==> config.mk <==
export PLATFORM = sky130hd
export DESIGN_NAME = scissor_stack_intersect_unit_flat
export DESIGN_NICKNAME = d
export VERILOG_FILES = /design/src/design/ssi_pkg.sv /design/src/design/ssi_req_if.sv /design/src/design/ssi_rsp_if.sv /design/src/design/scissor_stack_intersect_unit.sv /design/src/flat_wrapper.sv
export SDC_FILE = /design/constraint.sdc
export NUM_CORES = 2
export LEC_CHECK = 0
export CAP_MARGIN = 20
export CORE_MARGIN = 4
export CORE_UTILIZATION = 45
export CTS_CLUSTER_DIAMETER = 50
export DETAILED_ROUTE_END_ITERATION = 6
export DONT_BUFFER_PORTS = 1
export PLACE_DENSITY = 0.63
export SLEW_MARGIN = 20
export SYNTH_ARGS = -nofsm -noshare
export SYNTH_HDL_FRONTEND = slang
export SYNTH_SLANG_ARGS = --single-unit
==> constraint.sdc <==
create_clock -name i_clk -period 11 [get_ports i_clk]
set_input_delay 1.1 -clock i_clk [delete_from_list [all_inputs] [get_ports i_clk]]
set_output_delay 1.1 -clock i_clk [all_outputs]
set_load 0.005 [all_outputs]
==> src/design/ssi_pkg.sv <==
package ssi_pkg;

    localparam logic REQ_PUSH = 1'b0;
    localparam logic REQ_POP  = 1'b1;

    localparam logic [1:0] ERR_OK    = 2'd0;
    localparam logic [1:0] ERR_FULL  = 2'd1;
    localparam logic [1:0] ERR_EMPTY = 2'd2;

    localparam logic REG_DISP_W = 1'b0;
    localparam logic REG_DISP_H = 1'b1;

    localparam logic [15:0] DISP_W_RESET = 16'd640;
    localparam logic [15:0] DISP_H_RESET = 16'd480;

    typedef struct packed {
        logic [14:0] x;
        logic [14:0] y;
        logic [15:0] w;
        logic [15:0] h;
    } t_rect;

    typedef struct packed {
        logic [14:0] pos;
        logic [15:0] size;
    } t_axis;

    typedef struct packed {
        logic        clip_enable;
        t_rect       rect;
        logic [1:0]  error_code;
    } t_result;

    function automatic t_axis fold_axis(
        logic [14:0]        pos,
        logic [15:0]        size,
        logic signed [15:0] ipos,
        logic [15:0]        isize
    );
        logic signed [17:0] p;
        logic signed [17:0] ip;
        logic signed [17:0] lo;
        logic signed [17:0] hi_t;
        logic signed [17:0] hi_i;
        logic signed [17:0] hi;
        logic signed [17:0] diff;
        t_axis              res;
        p    = signed'({3'b000, pos});
        ip   = signed'({{2{ipos[15]}}, ipos});
        lo   = (ip > p) ? ip : p;
        hi_t = p + signed'({2'b00, size});
        hi_i = ip + signed'({2'b00, isize});
        hi   = (hi_i < hi_t) ? hi_i : hi_t;
        diff = hi - lo;
        res.pos  = lo[14:0];
        res.size = (hi > lo) ? diff[15:0] : 16'd0;
        return res;
    endfunction

endpackage

==> src/design/ssi_req_if.sv <==
interface ssi_req_if;
    logic               valid;
    logic               ready;
    logic               req_type;
    logic signed [15:0] rect_x;
    logic signed [15:0] rect_y;
    logic [15:0]        rect_w;
    logic [15:0]        rect_h;

    modport source (
        output valid, req_type, rect_x, rect_y, rect_w, rect_h,
        input  ready
    );
    modport sink (
        input  valid, req_type, rect_x, rect_y, rect_w, rect_h,
        output ready
    );
    modport monitor (
        input valid, ready, req_type, rect_x, rect_y, rect_w, rect_h
    );
endinterface

==> src/design/ssi_rsp_if.sv <==
interface ssi_rsp_if;
    logic        valid;
    logic        ready;
    logic        clip_enable;
    logic [14:0] clip_x;
    logic [14:0] clip_y;
    logic [15:0] clip_w;
    logic [15:0] clip_h;
    logic [1:0]  error_code;

    modport source (
        output valid, clip_enable, clip_x, clip_y, clip_w, clip_h, error_code,
        input  ready
    );
    modport sink (
        input  valid, clip_enable, clip_x, clip_y, clip_w, clip_h, error_code,
        output ready
    );
    modport monitor (
        input valid, ready, clip_enable, clip_x, clip_y, clip_w, clip_h, error_code
    );
endinterface

==> src/design/scissor_stack_intersect_unit.sv <==
// Results: push, full-stack push and empty pop register their result in the cycle after acceptance;
//   a pop leaving one or more levels first reads the stack memory, then registers the output.
// Throughput: one push per cycle while the output is not stalled; a pop that reads the level
//   below holds off new input while the single memory read port returns that level.
// Reset: synchronous, active low; clears depth, control and output valid and sets the
//   display size to 640x480. The stack memory is not cleared.
module scissor_stack_intersect_unit #(
    parameter int STACK_DEPTH = 16
) (
    input  logic              i_clk,
    input  logic              i_rst_n,
    ssi_req_if.sink           i_req,
    ssi_rsp_if.source         o_rsp,
    input  logic              psel,
    input  logic              penable,
    input  logic              pwrite,
    input  logic [2:0]        paddr,
    input  logic [31:0]       pwdata,
    output logic [31:0]       prdata,
    output logic              pready
);
    import ssi_pkg::*;

    localparam int AW = (STACK_DEPTH > 1) ? $clog2(STACK_DEPTH) : 1;
    localparam int DW = $clog2(STACK_DEPTH + 1);

    typedef enum logic [1:0] {
        S_IDLE = 2'b01,
        S_POP  = 2'b10
    } t_state;

    t_state          r_state, n_state;
    logic [DW-1:0]   r_depth, n_depth;
    t_rect           r_top, n_top;
    logic            r_out_valid, n_out_valid;
    t_result         r_out, n_out;
    logic [15:0]     r_disp_w, r_disp_h;
    t_rect           mem [STACK_DEPTH];
    t_rect           r_rd_data;

    logic            in_ready;
    logic            accept;
    logic            full;
    logic            mem_we;
    logic            rd_en;
    logic [AW-1:0]   wr_addr;
    logic [AW-1:0]   rd_addr;
    logic            cfg_we;
    t_rect           base;
    t_rect           folded;
    t_axis           fx, fy;

    assign pready   = 1'b1;
    assign cfg_we   = psel && penable && pwrite && pready;
    assign prdata   = (paddr[2] == REG_DISP_H) ? {16'd0, r_disp_h} : {16'd0, r_disp_w};

    assign in_ready = (r_state == S_IDLE) && (!r_out_valid || o_rsp.ready);
    assign accept   = i_req.valid && in_ready;
    assign full     = (r_depth == DW'(STACK_DEPTH));
    assign wr_addr  = r_depth[AW-1:0];
    assign rd_addr  = AW'(r_depth - DW'(2));

    always_comb begin
        if (r_depth == '0) begin
            base = '{x: 15'd0, y: 15'd0, w: r_disp_w, h: r_disp_h};
        end else begin
            base = r_top;
        end
        fx = fold_axis(base.x, base.w, i_req.rect_x, i_req.rect_w);
        fy = fold_axis(base.y, base.h, i_req.rect_y, i_req.rect_h);
        folded = '{x: fx.pos, y: fy.pos, w: fx.size, h: fy.size};
    end

    always_comb begin
        n_state     = r_state;
        n_depth     = r_depth;
        n_top       = r_top;
        n_out       = r_out;
        n_out_valid = r_out_valid && !o_rsp.ready;
        mem_we      = 1'b0;
        rd_en       = 1'b0;
        case (r_state)
            S_IDLE: begin
                if (accept) begin
                    if (i_req.req_type == REQ_PUSH) begin
                        n_out_valid = 1'b1;
                        if (full) begin
                            n_out = '{clip_enable: 1'b1, rect: r_top, error_code: ERR_FULL};
                        end else begin
                            mem_we  = 1'b1;
                            n_top   = folded;
                            n_depth = r_depth + DW'(1);
                            n_out   = '{clip_enable: 1'b1, rect: folded, error_code: ERR_OK};
                        end
                    end else if (r_depth == '0) begin
                        n_out_valid = 1'b1;
                        n_out = '{clip_enable: 1'b0, rect: '0, error_code: ERR_EMPTY};
                    end else if (r_depth == DW'(1)) begin
                        n_out_valid = 1'b1;
                        n_depth     = '0;
                        n_out = '{clip_enable: 1'b0, rect: '0, error_code: ERR_OK};
                    end else begin
                        n_depth = r_depth - DW'(1);
                        rd_en   = 1'b1;
                        n_state = S_POP;
                    end
                end
            end
            S_POP: begin
                n_top       = r_rd_data;
                n_out       = '{clip_enable: 1'b1, rect: r_rd_data, error_code: ERR_OK};
                n_out_valid = 1'b1;
                n_state     = S_IDLE;
            end
            default: begin
                n_state = S_IDLE;
            end
        endcase
    end

    always_ff @(posedge i_clk) begin
        if (mem_we) begin
            mem[wr_addr] <= folded;
        end
        if (rd_en) begin
            r_rd_data <= mem[rd_addr];
        end
    end

    always_ff @(posedge i_clk) begin
        r_top <= n_top;
        r_out <= n_out;
        if (!i_rst_n) begin
            r_state     <= S_IDLE;
            r_depth     <= '0;
            r_out_valid <= 1'b0;
            r_disp_w    <= DISP_W_RESET;
            r_disp_h    <= DISP_H_RESET;
        end else begin
            r_state     <= n_state;
            r_depth     <= n_depth;
            r_out_valid <= n_out_valid;
            if (cfg_we && paddr[2] == REG_DISP_W) begin
                r_disp_w <= pwdata[15:0];
            end
            if (cfg_we && paddr[2] == REG_DISP_H) begin
                r_disp_h <= pwdata[15:0];
            end
        end
    end

    assign i_req.ready       = in_ready;
    assign o_rsp.valid       = r_out_valid;
    assign o_rsp.clip_enable = r_out.clip_enable;
    assign o_rsp.clip_x      = r_out.rect.x;
    assign o_rsp.clip_y      = r_out.rect.y;
    assign o_rsp.clip_w      = r_out.rect.w;
    assign o_rsp.clip_h      = r_out.rect.h;
    assign o_rsp.error_code  = r_out.error_code;

endmodule

==> src/flat_wrapper.sv <==
// flat-port wrapper written by rule: the top's interface ports become plain ports
module scissor_stack_intersect_unit_flat import ssi_pkg::*;
#(
    parameter int STACK_DEPTH = 16
)
  (i_clk, i_rst_n, psel, penable, pwrite, paddr, pwdata, prdata, pready, i_req_valid, i_req_req_type, i_req_rect_x, i_req_rect_y, i_req_rect_w, i_req_rect_h, i_req_ready, o_rsp_valid, o_rsp_clip_enable, o_rsp_clip_x, o_rsp_clip_y, o_rsp_clip_w, o_rsp_clip_h, o_rsp_error_code, o_rsp_ready);
  ssi_req_if i_req_i ();
  ssi_rsp_if o_rsp_i ();
  input  logic i_clk;
  input  logic i_rst_n;
  input  logic psel;
  input  logic penable;
  input  logic pwrite;
  input  logic [2:0] paddr;
  input  logic [31:0] pwdata;
  output logic [31:0] prdata;
  output logic pready;
  input wire logic [$bits(i_req_i.valid)-1:0] i_req_valid;
  input wire logic [$bits(i_req_i.req_type)-1:0] i_req_req_type;
  input wire logic [$bits(i_req_i.rect_x)-1:0] i_req_rect_x;
  input wire logic [$bits(i_req_i.rect_y)-1:0] i_req_rect_y;
  input wire logic [$bits(i_req_i.rect_w)-1:0] i_req_rect_w;
  input wire logic [$bits(i_req_i.rect_h)-1:0] i_req_rect_h;
  output wire logic [$bits(i_req_i.ready)-1:0] i_req_ready;
  output wire logic [$bits(o_rsp_i.valid)-1:0] o_rsp_valid;
  output wire logic [$bits(o_rsp_i.clip_enable)-1:0] o_rsp_clip_enable;
  output wire logic [$bits(o_rsp_i.clip_x)-1:0] o_rsp_clip_x;
  output wire logic [$bits(o_rsp_i.clip_y)-1:0] o_rsp_clip_y;
  output wire logic [$bits(o_rsp_i.clip_w)-1:0] o_rsp_clip_w;
  output wire logic [$bits(o_rsp_i.clip_h)-1:0] o_rsp_clip_h;
  output wire logic [$bits(o_rsp_i.error_code)-1:0] o_rsp_error_code;
  input wire logic [$bits(o_rsp_i.ready)-1:0] o_rsp_ready;
  assign i_req_i.valid = i_req_valid;
  assign i_req_i.req_type = i_req_req_type;
  assign i_req_i.rect_x = i_req_rect_x;
  assign i_req_i.rect_y = i_req_rect_y;
  assign i_req_i.rect_w = i_req_rect_w;
  assign i_req_i.rect_h = i_req_rect_h;
  assign i_req_ready = i_req_i.ready;
  assign o_rsp_valid = o_rsp_i.valid;
  assign o_rsp_clip_enable = o_rsp_i.clip_enable;
  assign o_rsp_clip_x = o_rsp_i.clip_x;
  assign o_rsp_clip_y = o_rsp_i.clip_y;
  assign o_rsp_clip_w = o_rsp_i.clip_w;
  assign o_rsp_clip_h = o_rsp_i.clip_h;
  assign o_rsp_error_code = o_rsp_i.error_code;
  assign o_rsp_i.ready = o_rsp_ready;
  scissor_stack_intersect_unit #(.STACK_DEPTH(STACK_DEPTH)) u_core (.i_clk(i_clk), .i_rst_n(i_rst_n), .i_req(i_req_i), .o_rsp(o_rsp_i), .psel(psel), .penable(penable), .pwrite(pwrite), .paddr(paddr), .pwdata(pwdata), .prdata(prdata), .pready(pready));
endmodule
-- Word-level counts from Yosys, hierarchy flattened
Memories as Yosys holds them, arrays and structs flattened. A register that Yosys moved wholly into a read port is not among the register bits.
Index checks and enable logic that the tools add are counted.
- add/sub/neg operators: 9
- order comparisons: 6
- equality and inequality tests: 10
- mux-type cells: 38
- bitwise logic cells: 3
- reduce and logical (&&, ||, !) cells: 17
- operator list (cell ; number):
    two-way mux 65 bit ; 4
    two-way mux 62 bit ; 4
    case mux 65 bit (2 select lines) ; 1
    case mux 62 bit (2 select lines) ; 1
    two-way mux 18 bit ; 4
    two-way mux 64 bit ; 1
    two-way mux 16 bit ; 3
    adder 16 x 17 -> 18 bit ; 2
    greater-than comparator 18 bit ; 2
    less-than comparator 18 bit ; 2
    adder 15 x 16 -> 17 bit ; 2
    greater-than comparator 16 bit ; 2
    subtractor 16 bit ; 2
    two-way mux 5 bit ; 4
    two-way mux 1 bit ; 15
    AND reduction 4 bit ; 3
    != test 2 bit, second input constant ; 4
    logical AND 1 bit ; 7
    adder 5 x 1 -> 5 bit, second input constant ; 1
    equality test 5 x 1 -> 1 bit, second input constant ; 1
    equality test 5 bit, second input constant ; 1
    logical NOT 5 bit ; 1
    subtractor 5 x 1 -> 5 bit, second input constant ; 1
    != test 4 bit, second input constant ; 1
    other kinds (11) ; 14
- flip-flop bits (word level): 167
- memory bits (writable): 992
- input bits: 107
- memories: 1
- memory list (memory ; words ; width ; read ports ; clocked after Yosys merged registers in ; wr ports ; RTL line ; text):
    u_core.mem ; 16 ; 62 ; 1 ; 1 ; 1 ; scissor_stack_intersect_unit.sv:38 ; t_rect mem [STACK_DEPTH];

-- Longest topological paths before layout
- word-level depth: 11
- gate-level depth with buffers: 47
- depth with buffers taken out: 38

-- Least setup slack after synthesis
No wires, ideal clock.
- kind: reg2reg
- from: register u_core.r_depth[1]
- to: register u_core.r_top[29] in the netlist's numbering (data pin)
- setup time: 137 ps
- data arrival time: 10178 ps
- data required time: 10863 ps
- slack: 686 ps
- stages on the path, launching flop included: 45
- buffers on the path: 11
- clock period less this slack: 10314 ps
- cell sequence: dfxtp_1 > clkbuf_1 > buf_1 > clkbuf_1 > inv_1 > ha_1 > or4b_1 > buf_2 > clkbuf_1 > clkbuf_1 > clkbuf_1 > buf_1 > nand2_1 > nand2_1 > ha_1 > inv_1 > fa_1 > nand2b_1 > [9 not listed] > o21ai_0 > a21oi_1 > or4_1 > ha_1 > clkbuf_1 > inv_1 > clkbuf_1 > a21o_1 > ha_1 > and2_1 > nand4_1 > or3_1 > a21o_1 > a21oi_1 > o21ai_0 > clkbuf_1 > nor3_1 > mux2_2
- RTL lines (element ; RTL line ; text):
    from (decl) ; scissor_stack_intersect_unit.sv:33 ; logic [DW-1:0] r_depth, n_depth;
    from (signal assigned) ; scissor_stack_intersect_unit.sv:141 ; r_depth <= n_depth;
    to (signal assigned) ; scissor_stack_intersect_unit.sv:131 ; r_top <= n_top;
    to (decl) ; scissor_stack_intersect_unit.sv:34 ; t_rect r_top, n_top;

==> flow_metrics.tcl <==
set metrics [dict create \
    leakage_uw 0.02037 \
    port_buffers 0 \
    holdCritPathClass "in -> reg" \
    clk_pin_slew_worst_paths_ns 0.06 \
    fin_skew_ns 0.03070 \
    crit_arrival_ns 10.75 \
    top_layer "met5" \
    critPathKind "reg -> reg" \
    clockBufferDepth 3 \
    yosysSeqAreaShare 0.6663 \
    initial_core_util 0.4537 \
    clk_latency_ns 0.75 \
    core-area_um2 120000 \
    antenna_found_initial 4 \
    hold_viol_final 0 \
    fin_util 0.5088 \
    wire_per_inst_um 29.89 \
    final.min_clock_period_ns 10.28 \
    die_h_um 355.8 \
    crit_fanout 25 \
    initialDrtViolationCount 3840 \
    setup_slack_ns 0.7168 \
    hold_depth 1 \
    grt_first_pass_wirelength_um 216300 \
    ctsResizeCount 0 \
    rsz0062_at_grt "false" \
    drc_errors 0 \
    ctsHoldBuffers 0 \
    slowest_stage "nor4b_4" \
    area.growth.synth_to_final_pct 12.13 \
    drv_cap 0 \
    grt_pass1_vias 29903 \
    ys.flop_type "edfxtp_1" \
    place.gp.congestion 0.9118 \
    p_per_area_nw_per_um2 331.9 \
    die_x_um 355.8 \
    clock_tree.root_cell "clkbuf_16" \
    multi_input_area_um2 17290 \
    final_common_cell "edfxtp_1" \
    post_cts_buffers 0 \
    reg2reg_slack_ns 0.72 \
    drt-total-wl_um 151800 \
    ys_types 81 \
    maxSlewViolCount 0 \
    clock.fmax_ghz 0.09725 \
    cp.required_ns 11.47 \
    slew_headroom 0.2610 \
    final-seq-area_um2 36270 \
    async_flop_share 0 \
    placedInstanceArea_um2 56530 \
    cts_made_buffers 137 \
    synth_area_um2 54430 \
    via_count 30914 \
    worst_pin_slew_ns 1.106 \
    met2_length_um 69800 \
    synth_cells 3301 \
    pre_cts_slack_ns 0.9927 \
    cp_common_cell "ha_1" \
    fill_cells 9673 \
    cts.sinks 1221 \
    finalInstanceArea_um2 61040 \
    grtUsageTotal 0.2382 \
    outcome "complete, no violations" \
    grt_max_degree 142 \
    ios 207 \
    grt.overflow.total 0 \
    met1_length_um 63930 \
    dp.final_hpwl_um 92700 \
    end_kind "flip-flop" \
    final_cell_mix "edfxtp_1, mux4_2, nand2_1" \
    whs_ns 0.4312 \
    synth-edff-count 1181 \
    syn_area_per_cell_um2 16.49 \
    fin_crit_sh 0.9348 \
    critPathMaxStageDelay_ns 0.88 \
    rows 127 \
    dieArea_um2 126600 \
    ant_nets 0 \
    synth-seq-cells 1221 \
    tns_ns 0 \
    synth.yosys.warnings 0 \
    cts_tree "done" \
    vias_per_cell 6.089 \
    cp-start-kind "flip-flop" \
    vdd_drop_max_uv 237.1 \
    reg2regPathDepth 36 \
    wl_met3_um 14280 \
    final_layout_size_suffix_gt1_frac 0.1990 \
    finalSetupViolations 0 \
    dr.pass1.iters 5 \
    h-tree-depth 4 \
    nNetsFinal 3639 \
]
==> worst max-delay path: cells and delay by family, from the launching register on <==
kind                     cells  cell delay (ns)
AND/OR/NAND/NOR             11             3.29
AO/OA/AOI/OAI               13             3.11
multiplexers                 2             0.29
flip-flops                   1             0.34
buffers and inverters        4             0.80
adder cells (fa/ha/maj)      6             2.18
==> synth_stat cells (29+ instances only) <==
cell type / n / area, um^2
a21oi_1: 129 / 645.6
mux4_2: 310 / 6982
clkbuf_1: 122 / 457.9
nand2_1: 292 / 1096
inv_1: 131 / 491.7
xnor2_1: 45 / 394.1
nand3_1: 68 / 340.3
mux2_2: 73 / 822.0
a21boi_0: 29 / 217.7
nor4b_1: 30 / 262.8
ha_1: 170 / 2127
nor2_1: 118 / 442.9
a21o_1: 39 / 292.8
dfxtp_1: 40 / 800.8
xor2_1: 30 / 262.8
edfxtp_1: 1181 / 35460
o21ai_0: 132 / 660.6
==> routing by layer <==
metal	vias to the layer above	GRT usage
met3	216	0.05477
met4	2	0.06366
met1	16059	0.3458
met2	1465	0.3655
met5	-	0
li1	13172	-
==> state kept, by name, indices dropped and copies added, names as in the netlist <==
register,count
u_core.o_rsp.clip_enable,1
u_core.o_rsp.clip_w,16
u_core.r_disp_h,16
u_core.r_state,2
u_core.r_top,62
u_core.o_rsp.clip_x,15
u_core.r_depth,5
u_core.o_rsp.error_code,2
u_core.o_rsp.clip_y,15
u_core.mem,992
u_core.r_rd_data,62
u_core.r_disp_w,16
u_core.o_rsp.valid,1
u_core.o_rsp.clip_h,16
==> area by class of cell <==
class | instances | share of cell area
Antenna cell | 3 | 0.0001230
Clock buffer | 163 | 0.05986
Clock inverter | 82 | 0.01339
Inverter | 131 | 0.008056
Multi-Input combinational cell | 1806 | 0.2833
Sequential cell | 1221 | 0.5943
Tap cell | 1612 | 0.03304
Timing Repair Buffer | 59 | 0.007995
==> through the flow <==
| stage | instances | total power, uW |
|---|---|---|
| finish | 5077 | 20260 |
| global route | 5076 | 21240 |
| CTS | 5073 | 20280 |
| detailed placement | 4828 | 15720 |
| global placement | 4828 | 15580 |
| floorplan | 3322 | 12950 |
==> path summary, 6_finish.rpt <==
check	startpoint	end
setup / recovery	u_core.r_depth[1]$_SDFFE_PN0P_	u_core.o_rsp.clip_h[0]$_DFFE_PP_
hold / removal	i_rst_n	u_core.r_disp_h[7]$_SDFFE_PN1P_
setup reg to reg	u_core.r_depth[1]$_SDFFE_PN0P_	u_core.o_rsp.clip_h[0]$_DFFE_PP_
hold reg to reg	u_core.r_disp_w[14]$_SDFFE_PN0P_	u_core.r_disp_w[14]$_SDFFE_PN0P_
==> power breakdown <==
group          total, uW  switching, uW  internal, uW
registers           7760            298          7460
clock network       4540           1850          2690
logic               7960           5360          2600
==> cell families (layout without fill, tap and decap cells) <==
kind of cell | Yosys count | count (layout) | synth area share
AOI/OAI and AO/OA | 485 | 485 | 0.05680
xor gates and xnor gates | 75 | 75 | 0.01207
adders and majority gates | 176 | 176 | 0.04128
buffers and inverters | 295 | 435 | 0.02177
DFF | 1221 | 1221 | 0.6663
muxes | 399 | 399 | 0.1463
other | 2 | 26 | 0.0001380
and+or+nand+nor | 648 | 648 | 0.05538
(Power assumes the default switching activity.)
